**config.mk**
```make
export PLATFORM = sky130hd
export DESIGN_NAME = tcc_queue
export DESIGN_NICKNAME = d
export VERILOG_FILES = /design/src/rtl/tcc_pkg.sv /design/src/rtl/tcc_queue.sv
export SDC_FILE = /design/constraint.sdc
export NUM_CORES = 1
export LEC_CHECK = 0
export BUFFER_PORTS_ARGS = -buffer_cell sky130_fd_sc_hd__buf_2
export CORE_MARGIN = 4
export CORE_UTILIZATION = 51
export DETAILED_ROUTE_END_ITERATION = 8
export PLACE_DENSITY = 0.76
export SLEW_MARGIN = 20
export SYNTH_ARGS = -nofsm -noshare
export SYNTH_HDL_FRONTEND = slang
export SYNTH_SLANG_ARGS = --single-unit
```
**constraint.sdc**
```tcl
create_clock -name i_clk -period 3.85 [get_ports i_clk]
set_clock_uncertainty 0.2 [all_clocks]
set_input_delay 0.77 -clock i_clk [delete_from_list [all_inputs] [get_ports i_clk]]
set_output_delay 0.77 -clock i_clk [all_outputs]
set_load 0.01 [all_outputs]
```
**src/rtl/tcc_pkg.sv**
```systemverilog
// tcc_pkg: shared types, codes and default sizes of the text console cursor engine
// no dependencies

package tcc_pkg;

    // default screen geometry and command queue depth
    localparam int TCC_COLUMNS     = 80;
    localparam int TCC_ROWS        = 25;
    localparam int TCC_QUEUE_DEPTH = 4;

    // fixed widths of the cursor fields in a result
    localparam int TCC_ROW_FW = 5;
    localparam int TCC_COL_FW = 7;

    // item kinds
    localparam logic [1:0] KIND_PUT   = 2'd0;
    localparam logic [1:0] KIND_CLEAR = 2'd1;
    localparam logic [1:0] KIND_READ  = 2'd2;

    // control characters
    localparam logic [7:0] CH_NEWLINE   = 8'd10;
    localparam logic [7:0] CH_RETURN    = 8'd13;
    localparam logic [7:0] CH_BACKSPACE = 8'd8;
    localparam logic [7:0] CH_TAB       = 8'd9;
    localparam logic [7:0] CH_SPACE     = 8'h20;

    localparam logic [15:0] TCC_RESET_CELL  = 16'h0720;
    localparam logic [7:0]  TCC_COLOR_RESET = 8'd7;

    typedef struct packed {
        logic [1:0] kind;
        logic [7:0] char_code;
        logic [4:0] read_row;
        logic [6:0] read_col;
    } t_in_item;

    typedef struct packed {
        logic [15:0] cell_word;
        logic [4:0]  cursor_row;
        logic [6:0]  cursor_col;
    } t_out_item;

    typedef enum logic [2:0] {
        OP_CHAR,
        OP_NEWLINE,
        OP_RETURN,
        OP_BACKSPACE,
        OP_TAB,
        OP_CLEAR,
        OP_READ,
        OP_NOP
    } t_op;

    // decoded command passed from the front end to the back end
    typedef struct packed {
        t_op        op;
        logic [7:0] ch;
        logic [4:0] read_row;
        logic [6:0] read_col;
        logic       in_range;
    } t_cmd;

endpackage

```
**src/rtl/tcc_queue.sv**
```systemverilog
// tcc_queue: short command fifo between the front end and the back end
// depends on tcc_pkg

module tcc_queue import tcc_pkg::*; #(
    parameter int DEPTH = TCC_QUEUE_DEPTH
) (
    input  logic i_clk,
    input  logic i_rst_n,
    input  logic i_push,
    input  t_cmd i_cmd,
    output logic o_full,
    input  logic i_pop,
    output logic o_valid,
    output t_cmd o_cmd
);

    localparam int PW = (DEPTH > 1) ? $clog2(DEPTH) : 1;
    localparam int NW = $clog2(DEPTH + 1);

    t_cmd          r_mem [DEPTH];
    logic [PW-1:0] r_wr, n_wr;
    logic [PW-1:0] r_rd, n_rd;
    logic [NW-1:0] r_count, n_count;

    assign o_full  = (r_count == NW'(DEPTH));
    assign o_valid = (r_count != '0);
    assign o_cmd   = r_mem[r_rd];

    always_comb begin
        n_wr    = r_wr;
        n_rd    = r_rd;
        n_count = r_count;
        if (i_push) begin
            n_wr = (r_wr == PW'(DEPTH - 1)) ? '0 : r_wr + 1'b1;
        end
        if (i_pop) begin
            n_rd = (r_rd == PW'(DEPTH - 1)) ? '0 : r_rd + 1'b1;
        end
        if (i_push && !i_pop) begin
            n_count = r_count + 1'b1;
        end else if (!i_push && i_pop) begin
            n_count = r_count - 1'b1;
        end
    end

    always_ff @(posedge i_clk) begin
        if (!i_rst_n) begin
            r_wr    <= '0;
            r_rd    <= '0;
            r_count <= '0;
        end else begin
            r_wr    <= n_wr;
            r_rd    <= n_rd;
            r_count <= n_count;
        end
    end

    always_ff @(posedge i_clk) begin
        if (i_push) begin
            r_mem[r_wr] <= i_cmd;
        end
    end

endmodule

```
Yosys cells after proc, flatten, opt, wreduce, memory -nomap -nowiden
Memory sizes are Yosys's and may differ from the RTL's. A register that Yosys moved wholly into a read port is not among the register bits.
Cells that the tools add are included.
{"block": "word_totals", "register_bits": 7, "mem_bits_rw": 96, "input_bits": 28, "output_inout_bits": 26, "wordCells": 25, "n_memories": 1}
{"block": "classes", "addsub": 4, "n_eq_ne": 3, "mux": 8, "reduce_logical": 6}
{"name": "r_mem", "depth": 4, "width": 24, "rd": 1, "rd_ports_with_merged_regs": 1, "write_ports": 1, "line": "tcc_queue.sv:20", "source": "t_cmd r_mem [DEPTH];"}
{"operator": "2-bit two-way mux", "count": 4}
{"operator": "3-bit two-way mux", "count": 2}
{"operator": "2-bit by 1-bit adder with 2-bit output (second input constant)", "count": 2}
{"operator": "2-bit equality test (second input constant)", "count": 2}
{"operator": "3-bit by 1-bit adder with 3-bit output (second input constant)", "count": 1}
{"operator": "3-bit equality test (second input constant)", "count": 1}
{"operator": "3-bit nonzero test", "count": 1}
{"operator": "3-bit by 1-bit subtractor with 3-bit output (second input constant)", "count": 1}
{"operator": "1-bit logical AND", "count": 2}
{"operator": "1-bit logical NOT", "count": 2}
{"operator": "1-bit two-way mux", "count": 2}
{"operator": "2-bit nonzero test", "count": 1}

Logic depth before layout (Yosys ltp)
{"block": "logic_depth", "depth_word": 4, "ltp_mapped": 7, "depth_no_buf": 7}

Worst setup path before layout
No wires, ideal clock.
{"block": "synth_path", "path_type": "input-to-reg", "from": "in i_pop", "to": "reg r_count[2]", "setup_ns": 0.076, "arrival_time_ns": 1.974, "required_ns": 3.574, "setup_slack_ns": 1.601, "path_stages": 7, "n_path_buf": 0, "path_cell_list": "inv_1 ha_1 inv_1 fa_1 xor2_1 or3_1 a21boi_0"}
{"block": "synth_via", "elab_chain_len": 3, "elab_cells_between_ends": 5, "cone_classes": "mux: 1; reduce/logical: 4"}
{"element": "from (decl)", "line": "tcc_queue.sv:12", "source": "input logic i_pop,"}
{"element": "1-bit logical NOT", "line": "tcc_queue.sv:39", "source": "if (i_push && !i_pop) begin"}
{"element": "1-bit logical AND", "line": "tcc_queue.sv:39"}
{"element": "3-bit two-way mux / 2-bit nonzero test (equally long branches)"}
{"element": "to (signal assigned)", "line": "tcc_queue.sv:54", "source": "r_count <= n_count;"}
{"element": "to (decl)", "line": "tcc_queue.sv:23", "source": "logic [NW-1:0] r_count, n_count;"}
Parallel ways exist; a longest one is shown, timed or not.
A chain may end at the register's enable or synchronous reset.

==> results.py <==
metrics = {
    "power_and_ir_drop": {
        "pwr-share-clk_pct": 29.8,
        "pwr-share-seq_pct": 60.2,
        "p_sw_share_pct": 22.1,
        "p_comb_share_pct": 10.0,
        "vdd_ir_drop_max_uv": 252,
        "intPower_mw": 1.71,
        "finalPower_mw": 2.20,
        "switchingPower_uw": 486,
        "p_per_area_mw_per_mm2": 485,
        "leakage_nw": 1.57,
    },
    "sta": {
        "hold_viol_final": 0,
        "slew_headroom_pct": 68.7,
        "fin_crit_sh_pct": 75.8,
        "period_needed_ns": 2.92,
        "setup_violations": 0,
        "max_freq_mhz": 343,
        "worst_hold_slack_ns": 0.305,
        "worst_pin_slew_ns": 0.470,
        "grt_setup_unrepaired": "false",
        "report.final.slew_viol_count": 0,
        "final.setup.tns_ns": 0,
    },
    "clock_tree": {
        "insertion_delay_ns": 0.34,
        "cts_max_path_buffers": 2,
        "cts_max_level": 3,
        "cts_hold_buf": 0,
        "cts_resized": 0,
        "cts_tree": "done",
        "cts.sinks": 105,
        "postCtsSetupBuffers": 0,
        "clk_pin_slew_ns": 0.09,
        "cts_root_buf": "clkbuf_8",
        "numCtsBuffers": 9,
    },
    "global_routing": {
        "grt_use_total_pct": 14.7,
        "globalRouteOverflowTotal": 0,
        "grt_pass1_vias": 1912,
        "grt_max_degree": 25,
        "antenna_found_initial": 0,
        "grt_pass1_wl_mm": 9.80,
    },
    "synthesis": {
        "synth-seq-area-share_pct": 77.3,
        "yosys.area.top_type": "edfxtp_1",
        "synth_most_common_cell": "edfxtp_1",
        "synthCells": 170,
        "synth-seq-cells": 105,
        "synth_top_cell_area_share_pct": 72.8,
        "async_flop_share_pct": 0,
        "synth_area_sq_mm": 0.00396,
        "synth_ff_type": "edfxtp_1",
        "synth_edf_count": 96,
        "synth_area_leaders": "edfxtp_1 (73%), mux4_2 (11%), dfxtp_1 (4.5%), mux4_1 (2.7%), ha_1 (1.9%)",
        "synth_common_cells": "edfxtp_1 (96), mux4_2 (20), dfxtp_1 (9), ha_1 (6)",
        "synth.distinct_cells": 23,
        "syn_area_per_cell_sq_um": 23.3,
        "synth_nets": 205,
        "yosysWarningCount": 0,
    },
    "setup_path": {
        "critPathMaxFanout": 16,
        "cp-end-kind": "output port",
        "regToRegStartpoint": "r_wr[0]",
        "worstSetupPathType": "flip-flop to output port",
        "max_stage_delay_ns": 0.55,
        "path_delay_family": "multiplexers",
        "r2r_cells": 3,
        "cp.depth": 3,
        "crit_chain": "buf_4 > mux4_2 > buf_2",
        "start_kind": "flip-flop",
        "required_ns": 2.88,
        "worst_path_max_delay_cell": "mux4_2",
        "crit_buf_inv": 2,
        "cp_data_arrival_time_ns": 1.95,
    },
    "floorplan": {
        "initial_core_util_pct": 53.5,
        "io_pins": 54,
        "dieArea_sq_mm": 0.00924,
        "die_x_um": 96.1,
        "die-height_um": 96.1,
        "placementRows": 31,
        "core_area_sq_mm": 0.00741,
    },
    "drt": {
        "wire_per_inst_um": 18.3,
        "drt-vias-per-instance": 5.27,
        "dr_total_vias": 1781,
        "drcViolationCount": 0,
        "routed_wl_mm": 6.17,
        "postRouteAntennaNets": 0,
        "drt_iter0_markers": 111,
        "first_pass_iters": 4,
    },
    "layout": {
        "nets": 269,
        "area_growth_pct": 14.2,
        "final_core_util_pct": 61.1,
        "num_antenna_cells": 0,
        "final_cells": 338,
        "final_layout_size_suffix_gt1_share_pct": 39.7,
    },
    "worst_hold_path": {
        "worst_hold_startpoint": "r_count[2]",
        "min_path_type": "flip-flop to flip-flop",
        "whs_path_depth": 2,
    },
    "place": {
        "dp_hpwl_mm": 4.11,
        "port_buffers": 53,
        "gp_congestion": 0.650,
        "dp.cells": 322,
    },
    "status": {
        "status": "finished, final reports clean",
    },
    "run": {
        "cap_violations": 0,
    },
}
power by group through the flow:
stage	Sequential (mW)	Clock [mW]	Combinational [mW]
global route	1.33	0.719	0.243
CTS	1.32	0.668	0.227
floorplan	1.34	0	0.146
global placement	1.35	0	0.221
finish	1.32	0.654	0.220
detailed placement	1.35	0	0.225
final timing paths:
| kind | endpoint | slack, ns |
|---|---|---|
| worst max register to register | r_mem[3][15] | 1.97 |
| worst min-delay path | r_count[2] | 0.31 |
| worst min register to register | r_count[2] | 0.31 |
| worst max-delay path | o_cmd[2] | 0.93 |
state kept, by name, indices dropped and copies added (netlist names), named ones only:
register  flops
r_rd          2
r_wr          2
r_count       3
r_mem        96
layout by cell type, fill, tap and decap left out, types with 2 or more instances in the layout:
master,count
edfxtp_1,96
buf_2,53
mux4_2,20
clkbuf_8,9
dfxtp_1,8
ha_1,6
buf_4,6
and2_1,5
nor2b_1,5
inv_1,4
mux4_1,4
mux2i_1,4
clkinvlp_4,3
or3_1,2
final cells by class:
| cell class | count | area (sq um) |
|---|---|---|
| Sequential cell | 105 | 3060 |
| Clock inverter | 6 | 66.3 |
| Tap cell | 99 | 124 |
| Fill cell | 531 | 2880 |
| Multi-Input combinational cell | 55 | 820 |
| Timing Repair Buffer | 59 | 310 |
| Clock buffer | 10 | 128 |
| Inverter | 4 | 15.0 |
cells by family (layout without fill, tap and decap cells):
logic type,count (synthesis),in the layout,share of synthesized area (%)
flops,105,105,77.3
mux,28,28,15.0
simple gates,15,15,2.30
buf+inv,10,79,2.02
fa+ha+maj,7,7,2.40
compound gates,3,3,0.505
xor+xnor,2,2,0.442
through the flow:
stage,cell area (sq um),setup WS [ns]
after floorplan,3960,1.60
after global placement,4330,1.26
after detailed placement,4330,1.26
after CTS,4530,0.867
after global routing,4530,0.756
final,4530,0.932
worst register-to-register path, delay by kind of cell (launching register included):
kind,cells,cell delay [ns]
fa+ha+maj,1,0.19
buf+inv,1,0.35
flops,1,0.41
simple gates,1,0.42
metal layers:
| layer | track usage, % | vias to the layer above | wire length (um) | share of wire (%) |
|---|---|---|---|---|
| met5 | 0 | - | 0 | 0 |
| met4 | 4.62 | 0 | 48 | 0.78 |
| met3 | 4.53 | 4 | 295 | 4.8 |
| met2 | 23.7 | 38 | 3160 | 51 |
| met1 | 19.3 | 915 | 2670 | 43 |
| li1 | - | 824 | - | - |
Power figures use the tool's default switching activity.
