$ cat src/rtl/tcc_pkg.sv
// tcc_pkg: shared types, codes and default sizes of the text console cursor engine
// no dependencies

package tcc_pkg;

    // default screen geometry and command queue depth
    localparam int TCC_COLUMNS     = 80;
    localparam int TCC_ROWS        = 25;
    localparam int TCC_QUEUE_DEPTH = 4;

    // fixed widths of the cursor fields in a result
    localparam int TCC_ROW_FW = 5;
    localparam int TCC_COL_FW = 7;

    // item kinds
    localparam logic [1:0] KIND_PUT   = 2'd0;
    localparam logic [1:0] KIND_CLEAR = 2'd1;
    localparam logic [1:0] KIND_READ  = 2'd2;

    // control characters
    localparam logic [7:0] CH_NEWLINE   = 8'd10;
    localparam logic [7:0] CH_RETURN    = 8'd13;
    localparam logic [7:0] CH_BACKSPACE = 8'd8;
    localparam logic [7:0] CH_TAB       = 8'd9;
    localparam logic [7:0] CH_SPACE     = 8'h20;

    localparam logic [15:0] TCC_RESET_CELL  = 16'h0720;
    localparam logic [7:0]  TCC_COLOR_RESET = 8'd7;

    typedef struct packed {
        logic [1:0] kind;
        logic [7:0] char_code;
        logic [4:0] read_row;
        logic [6:0] read_col;
    } t_in_item;

    typedef struct packed {
        logic [15:0] cell_word;
        logic [4:0]  cursor_row;
        logic [6:0]  cursor_col;
    } t_out_item;

    typedef enum logic [2:0] {
        OP_CHAR,
        OP_NEWLINE,
        OP_RETURN,
        OP_BACKSPACE,
        OP_TAB,
        OP_CLEAR,
        OP_READ,
        OP_NOP
    } t_op;

    // decoded command passed from the front end to the back end
    typedef struct packed {
        t_op        op;
        logic [7:0] ch;
        logic [4:0] read_row;
        logic [6:0] read_col;
        logic       in_range;
    } t_cmd;

endpackage

$ cat src/rtl/tcc_front.sv
// tcc_front: accepts input items and decodes them into back end commands
// depends on tcc_pkg

module tcc_front import tcc_pkg::*; #(
    parameter int COLUMNS = TCC_COLUMNS,
    parameter int ROWS    = TCC_ROWS
) (
    input  logic     i_in_valid,
    input  t_in_item i_in_data,
    output logic     o_in_stall,
    input  logic     i_full,
    input  logic     i_busy,
    output logic     o_push,
    output t_cmd     o_cmd
);

    assign o_in_stall = i_full | i_busy;
    assign o_push     = i_in_valid & ~o_in_stall;

    always_comb begin
        o_cmd.ch       = i_in_data.char_code;
        o_cmd.read_row = i_in_data.read_row;
        o_cmd.read_col = i_in_data.read_col;
        o_cmd.in_range = (32'(i_in_data.read_row) < ROWS) &&
                         (32'(i_in_data.read_col) < COLUMNS);
        unique case (i_in_data.kind)
            KIND_PUT: begin
                unique case (i_in_data.char_code)
                    CH_NEWLINE:   o_cmd.op = OP_NEWLINE;
                    CH_RETURN:    o_cmd.op = OP_RETURN;
                    CH_BACKSPACE: o_cmd.op = OP_BACKSPACE;
                    CH_TAB:       o_cmd.op = OP_TAB;
                    default:      o_cmd.op = OP_CHAR;
                endcase
            end
            KIND_CLEAR: o_cmd.op = OP_CLEAR;
            KIND_READ:  o_cmd.op = OP_READ;
            default:    o_cmd.op = OP_NOP;
        endcase
    end

endmodule

$ cat config.mk
export PLATFORM = sky130hd
export DESIGN_NAME = tcc_front
export DESIGN_NICKNAME = d
export VERILOG_FILES = /design/src/rtl/tcc_pkg.sv /design/src/rtl/tcc_front.sv
export SDC_FILE = /design/constraint.sdc
export NUM_CORES = 1
export LEC_CHECK = 0
export ABC_AREA = 0
export BUFFER_PORTS_ARGS = -buffer_cell sky130_fd_sc_hd__buf_2
export CORE_AREA = 4 4 41 43
export DETAILED_ROUTE_END_ITERATION = 10
export DIE_AREA = 0 0 45 47
export PLACE_DENSITY = 0.71
export SETUP_SLACK_MARGIN = 0.3
export SLEW_MARGIN = 20
export SYNTH_ARGS = -nofsm -noshare
export SYNTH_HDL_FRONTEND = slang
export SYNTH_SLANG_ARGS = --single-unit
$ cat constraint.sdc
create_clock -name vclk -period 2.95
set_input_delay 0.59 -clock vclk [all_inputs]
set_output_delay 0.59 -clock vclk [all_outputs]
set_load 0.03 [all_outputs]
**After elaboration in Yosys (flattened, before gate mapping)**

Cells that the tools add are included.

- Reductions and logical operators: 2
- Bitwise logic cells: 3
- Equal/unequal tests: 6
- $lt $le $gt $ge: 2
- Mux-type cells: 2

Operators with widths:

| cell | number |
|---|---|
| 8-bit by 4-bit equality test with 1-bit output (second input constant) | 4 |
| 3-bit one-hot mux with 4 select lines | 1 |
| 3-bit one-hot mux with 3 select lines | 1 |
| 7-bit less-than comparator (second input constant) | 1 |
| 5-bit less-than comparator (second input constant) | 1 |
| 2-bit by 1-bit equality test with 1-bit output (second input constant) | 1 |
| 2-bit equality test (second input constant) | 1 |
| 2-bit zero test | 1 |
| 1-bit bitwise AND | 1 |
| 1-bit logical AND | 1 |
| 1-bit inverter | 1 |
| 1-bit OR | 1 |

- Register bits: 0
- Logic and storage cells: 15
- Output and inout bits: 26

**Logic depth before layout (Yosys ltp)**

Gate-level depths: netlist (run 1).

- Depth after elaboration: 3
- Depth in mapped cells: 4
- Mapped depth without buffers: 4

**Worst setup path after synthesis (run 1)**

OpenSTA, ideal clock, no wires.

- Path kind: input to output
- From: input port i_in_data[17] (netlist name)
- To: output port o_cmd[21] (netlist name)
- Stages: 3
- Arrival time: 1.737 ns
- Setup slack: 0.623 ns
- Buffers on the path: 0
- Data required time: 2.360 ns
- Path through: nor4b_4 nand3_1 o31ai_1

RTL lines:

| item | RTL line | source |
|---|---|---|
| from (decl) | tcc_front.sv:9 | `input t_in_item i_in_data,` |
| to (decl) | tcc_front.sv:14 | `output t_cmd o_cmd` |

==> results of run 1 <==
[worst max path at each step]
stage / start / to / slack (ps)
5_1_grt: i_in_data[17] / o_cmd[22] / 660
3_5_place_dp: i_in_data[17] / o_cmd[22] / 670
2_1_floorplan: i_in_data[17] / o_cmd[21] / 620
6_report: i_in_data[17] / o_cmd[22] / 690
3_3_place_gp: i_in_data[17] / o_cmd[22] / 740
4_1_cts: i_in_data[17] / o_cmd[22] / 670
[synthesized netlist by cell type, drive strengths merged]
library cell / n
xor2: 1
nand2b: 1
ha: 2
o31ai: 1
buf: 20
nand3: 1
a21oi: 2
or2: 1
nor4b: 1
nor2: 3
inv: 3
and2: 1
o311ai: 1
o21ai: 2
o41ai: 1
nand3b: 1
[per-stage QoR]
| stage | cell area (µm²) | setup slack (ps) | util [%] |
|---|---|---|---|
| after floorplan | 314.1 | 623.2 | - |
| after global placement | 397.9 | 736.0 | 30.58 |
| after detailed placement | 397.9 | 673.9 | 30.58 |
| after CTS | 397.9 | 667.0 | 30.58 |
| after global routing | 397.9 | 657.5 | 30.58 |
| final | 397.9 | 692.5 | 30.58 |
[power by group]
group	leakage [nW]	internal, W	switching (W)
clock	0	0	0
sequential	0	0	0
combinational	0.239	0.0000291	0.0000574
[cell type report]
type | count | share of cell area [%]
inverters | 3 | 2.830
multi-input cells | 19 | 38.36
well taps | 15 | 4.717
repair buffers | 43 | 54.09
[cell families (layout without fill, tap and decap cells)]
group                    after synthesis  in the layout
AO/OA/AOI/OAI                          7              7
XOR/XNOR                               1              1
adder cells (fa/ha/maj)                2              2
buffers and inverters                 23             46
AND/OR/NAND/NOR                        9              9
[routing by layer]
metal | vias up | share of wire, % | global-route usage, %
li1 | 167 | - | -
met1 | 148 | 27 | 6.292
met3 | 4 | 25 | 3.448
met4 | 0 | 1.1 | 1.754
met5 | - | 0 | 0
met2 | 35 | 46 | 15.82
==> impl_metrics.ini, run 1 <==
[worst_setup_path]
cpPeakStageDelay_ps = 300
cp.required_ps = 2360
crit_top_cell = buf_2
crit_family = simple AND/OR/NAND/NOR gates
crit_buf_inv = 2
critical_path.cell_chain = buf_2 > nor4b_4 > nand3b_1 > o41ai_2 > buf_2
arrival_ps = 1670
path_max_fanout = 2
crit_cells = 5
end_kind = output pin
start_kind = primary input
criticalPathCategory = primary input to output pin
slowest_stage = nor4b_4

[pwr]
ir_worst_vdd_mv = 0.06727
power_density_nw_per_um2 = 217.4
cellLeakagePower_nw = 0.2389
finalPower_w = 0.00008650

[synth]
yosysSeqAreaShare_pct = 0
ys_types = 16
synthSimpleGateAreaFrac_pct = 21.12
yosysTopAreaCell = buf_4
ys_top_cells_by_area = buf_4 48%, ha_1 8.0%, nor4b_4 7.6%
synth_compound_area_share_pct = 16.73
synth_xor_xnor_area_share_pct = 2.789
synth_fp_nets = 69
synth-adder-area-share_pct = 7.968
synth_top_family_by_area = buffers and inverters
synthCells = 42
synth_top_area_share_pct = 47.81
synthMuxAreaShare_pct = 0
netlist_area_um2 = 314.1
yosysWarnings = 0
avgSynthCellArea_um2 = 7.477

[place]
dp_hpwl_um = 857.9
routabilityCongestion = 0.6476
place_inst = 80
port-buffer-count = 43

[outcome]
status = finished clean

[finish]
design.seq.count = 0
layout-drive-gt1-share_pct = 70.77
final_common_cell = buf_2
num-fill-cells = 146
stdcell_count = 80
layout_common_cells = 43 x buf_2, 3 x nor2_1, 3 x inv_1
antenna_cells = 0
multi_input_area_um2 = 152.6
regArea_um2 = 0
nNetsFinal = 94
area_delta_synth_final_pct = 26.69
num-clock-buffers = 0

[min_path]
hold-path-cell-count = 0
hold_path_class = primary input to output pin
min_from = i_in_data[1]
min_to = o_cmd[2]

[timing]
fmax_ghz = 0.4430
slew_viol_final = 0
rsz0062_at_grt = no
finalCriticalPeriod_ps = 2258
slew_headroom_pct = 80.69
holdWs_ps = 1180
hold_viol = 0
timing.final.crit_share_pct = 76.53
setup_viol = 0
fin_setup_tns_ps = 0
worst-slew-pin-transition_ps = 286.1

[route]
vias = 354
routed_wl_um = 903
dr.pass1.iters = 3
postRouteAntennaNets = 0
avgViaCountPerCell = 4.425
drt_iter0_markers = 3
wire_per_inst_um = 11.29
drc = 0

[die]
die_w_um = 45
fp-row-count = 13
dieArea_um2 = 2115
fp.dieH_um = 47
start_util_pct = 24.13
io_pins = 51
core-area_um2 = 1301

[clock_network]
cts_hold_buffers = 0
post-cts-setup-buffers = 0
postCtsResizedCells = 0

[global_routing]
antenna_found_initial = 0
grt_overflow = 0
grt_max_degree = 5
grt_pass1_vias = 336
grt_pass1_wl_um = 1221
grtUsageTotal_pct = 7.553

[run]
cap_violations = 0
(Power assumes the default switching activity.)
==> run 2: changes to the inputs <==
==> constraint.sdc (replaced) <==
create_clock -name vclk -period 2.1
set_input_delay 0.42 -clock vclk [all_inputs]
set_output_delay 0.42 -clock vclk [all_outputs]
set_load 0.03 [all_outputs]
==> impl_metrics.ini, run 2 (synthesized netlist as in run 1, its figures left out) <==
[worst_setup_path]
arrival_ps = 1480
path_max_fanout = 4
cp.required_ps = 1680
start_kind = primary input
criticalPathCategory = primary input to output pin
end_kind = output pin

[route]
drc = 0
routed_wl_um = 902
dr.pass1.iters = 2
vias = 360
avgViaCountPerCell = 4.444
drt_iter0_markers = 3
wire_per_inst_um = 11.14
postRouteAntennaNets = 0

[finish]
num-clock-buffers = 0
design.seq.count = 0
final_common_cell = buf_2
stdcell_count = 81
antenna_cells = 0
regArea_um2 = 0
nNetsFinal = 95
layout_common_cells = 38 x buf_2, 3 x nor2_1, 3 x inv_1, 3 x buf_4
layout-drive-gt1-share_pct = 75.76
area_delta_synth_final_pct = 48.21

[die]
io_pins = 51
fp-row-count = 13
die_w_um = 45
fp.dieH_um = 47
start_util_pct = 24.13
core-area_um2 = 1301
dieArea_um2 = 2115

[global_routing]
met2_usage_pct = 17.80
grtUsageTotal_pct = 7.789
grt-busiest-layer = met2
grt_util_met3_pct = 0
grt_max_degree = 5
grt_overflow = 0
grt_pass1_vias = 326
grt_use_met1_pct = 7.865
antenna_found_initial = 0
grt_pass1_wl_um = 1269

[timing]
worst-slew-pin-transition_ps = 313.0
slew_headroom_pct = 78.87
setup_viol = 0
rsz0062_at_grt = yes
timing.final.crit_share_pct = 90.25
slew_viol_final = 0
fmax_ghz = 0.5276
finalCriticalPeriod_ps = 1895
fin_setup_tns_ps = 0
hold_viol = 0

[min_path]
hold-path-cell-count = 0
hold_path_class = primary input to output pin
min_from = i_in_data[2]
min_to = o_cmd[3]

[place]
port-buffer-count = 43
place_inst = 80
dp_hpwl_um = 816.3
routabilityCongestion = 0.6686

[pwr]
power_density_nw_per_um2 = 295.5
ir_worst_vdd_mv = 0.08842
cellLeakagePower_nw = 0.2644

[clock_network]
cts_hold_buffers = 0

[outcome]
status = finished clean

[run]
cap_violations = 0
-- run 2: metal layers --
layer	vias to the layer above	wire [µm]
met5	-	0
met4	0	0
met3	0	145
met2	30	528
met1	162	228
li1	168	-
-- run 2: cell type report --
class	count	area [µm²]
fill	150	835.8
inverter	3	11.26
multi-input combinational	19	185.2
tap	15	18.77
timing repair buffer	44	250.2
-- run 2: report_power, final --
part / switching (W) / internal (W)
clock: 0 / 0
combinational: 0.0000864 / 0.0000512
sequential: 0 / 0
-- run 2: metrics by stage --
stage          utilization [%]  hold slack (ps)  instance area [µm²]  total power (W)  setup WS, ps
2_1_floorplan                -            953.0                330.3        0.0001105         334.6
3_3_place_gp             31.83            840.2                414.1        0.0001247         167.1
3_5_place_dp             31.83            840.2                414.1        0.0001272         128.8
4_1_cts                  34.13            840.2                444.2        0.0001329         184.6
5_1_grt                  35.77            840.1                465.4        0.0001464         137.7
6_report                 35.77            840.0                465.4        0.0001375         204.7
-- run 2: repair_timing --
item | CTS | global route
pin swaps | 2 | 3
endpoints found under the setup margin | 2 | 3
setup buffers | 1 | 0
gates resized for setup | 5 | 6
-- run 2: how the worst max path moves through the flow --
stage                        from         to  slack (ps)  depth (start not counted)
CTS                 i_in_data[17]  o_cmd[22]         180                          5
finish              i_in_data[21]  o_cmd[22]         200                          6
global route        i_in_data[16]  o_cmd[22]         140                          5
global placement    i_in_data[17]  o_cmd[22]         170                          5
detailed placement  i_in_data[17]  o_cmd[22]         130                          5
floorplan           i_in_data[17]  o_cmd[22]         330                          3
-- run 2: worst max-delay path, cell delays in order --
cell and delay, ps:
buf_2 130, inv_1 70, ha_1 200, nand3b_1 130, o41ai_4 300, buf_4 210
==> run 3: changes to the inputs <==
--- a/config.mk
+++ b/config.mk
@@ -7,10 +7,11 @@
 export LEC_CHECK = 0
 export ABC_AREA = 0
 export BUFFER_PORTS_ARGS = -buffer_cell sky130_fd_sc_hd__buf_2
-export CORE_AREA = 4 4 41 43
+export CORE_AREA = 2 2 39 41
 export DETAILED_ROUTE_END_ITERATION = 10
-export DIE_AREA = 0 0 45 47
+export DIE_AREA = 0 0 41 43
 export PLACE_DENSITY = 0.71
+export REMOVE_ABC_BUFFERS = 1
 export SETUP_SLACK_MARGIN = 0.3
 export SLEW_MARGIN = 20
 export SYNTH_ARGS = -nofsm -noshare
==> impl_metrics.ini, run 3 (synthesized netlist as in run 1, its figures left out) <==
[timing]
fmax_ghz = 0.5418
fin_setup_tns_ps = 0
slew_headroom_pct = 76.58
slew_viol_final = 0
setup_viol = 0
hold_viol = 0
worst-slew-pin-transition_ps = 346.9
rsz0062_at_grt = yes
finalCriticalPeriod_ps = 1846
setup_slack_ps = 254.4
timing.final.crit_share_pct = 87.89

[finish]
num-clock-buffers = 0
finalCoreUtilization_pct = 30.65
multi_input_area_um2 = 157.7
layout-drive-gt1-share_pct = 72.31
layout_common_cells = 38 x buf_2, 3 x nor2_1, 3 x inv_1, 3 x buf_4
num-fill-cells = 148
antenna_cells = 0
final_common_cell = buf_2
area_delta_synth_final_pct = 35.06
regArea_um2 = 0
nNetsFinal = 94
fin_area_um2 = 424.2
design.seq.count = 0

[pwr]
pwr-share-clk_pct = 0
p_comb_share_pct = 100.0
ir_worst_vdd_mv = 0.07887
seqPwrFrac_pct = 0
p_int_w = 0.00004660
power.switching_w = 0.00008174
netSwitchingFraction_pct = 63.69
cellLeakagePower_nw = 0.2469
power_density_nw_per_um2 = 302.6

[global_routing]
grt_pass1_vias = 320
grt_pass1_wl_um = 1124
antenna_found_initial = 0
grt_max_degree = 5
grtUsageTotal_pct = 8.891
grt_overflow = 0

[outcome]
status = finished clean

[route]
vias = 372
drc = 0
routed_wl_um = 775
postRouteAntennaNets = 0
dr.pass1.iters = 4
wire_per_inst_um = 9.568
avgViaCountPerCell = 4.593
drt_iter0_markers = 6

[clock_network]
cts_hold_buffers = 0

[worst_setup_path]
path_max_fanout = 2
start_kind = primary input
end_kind = output pin
criticalPathCategory = primary input to output pin
arrival_ps = 1430
cp.required_ps = 1680

[place]
placed_area_um2 = 399.1
place_ws_ps = 197.5
routabilityCongestion = 0.6778
dp_hpwl_um = 709.8
port-buffer-count = 43

[run]
cap_violations = 0

[die]
start_util_pct = 22.69
fp.dieH_um = 43
io_pins = 51
die_w_um = 41
dieArea_um2 = 1763
core-area_um2 = 1384
fp-row-count = 14

[min_path]
hold_path_class = primary input to output pin
## run 3: power by group through the flow
stage	Combinational, W	Sequential [W]	Clock [W]
6_report	0.000128	0	0
3_5_place_dp	0.000122	0	0
5_1_grt	0.000139	0	0
4_1_cts	0.000128	0	0
3_3_place_gp	0.000120	0	0
2_1_floorplan	0.0000357	0	0
## run 3: final timing paths
path           from        end  slack [ps]  depth (start not counted)
max   i_in_data[17]  o_cmd[22]         250                          5
min    i_in_data[2]   o_cmd[3]         840                          0
## run 3: area by class of cell
| class | count | area share [%] |
|---|---|---|
| inverter | 3 | 2.655 |
| tap | 16 | 4.720 |
| timing repair buffer | 43 | 55.46 |
| multi-input combinational | 19 | 37.17 |
## run 3: metal layers
metal | global-route usage [%] | wire length [µm] | vias up
met5 | 0 | 0 | -
li1 | - | - | 167
met4 | 0 | 0 | 0
met1 | 6.329 | 225 | 156
met2 | 20.00 | 368 | 49
met3 | 2.618 | 181 | 0
## run 3: through the flow
stage | hold slack (ps) | std cells | total power [W]
after floorplan | 840.0 | 22 | 0.00003571
after global placement | 840.3 | 81 | 0.0001199
after detailed placement | 840.3 | 81 | 0.0001220
after CTS | 840.3 | 81 | 0.0001277
after global routing | 840.2 | 81 | 0.0001386
final | 840.2 | 81 | 0.0001283
## run 3: critical path: stages
cell and delay (ps):
buf_6 100, nor4b_4 290, nand3b_1 130, o41ai_2 280, buf_4 210
## run 3: timing repair
item	CTS	global route
resized for setup	7	2
setup endpoints to repair	2	3
setup buffers	0	0
pin swaps	2	0
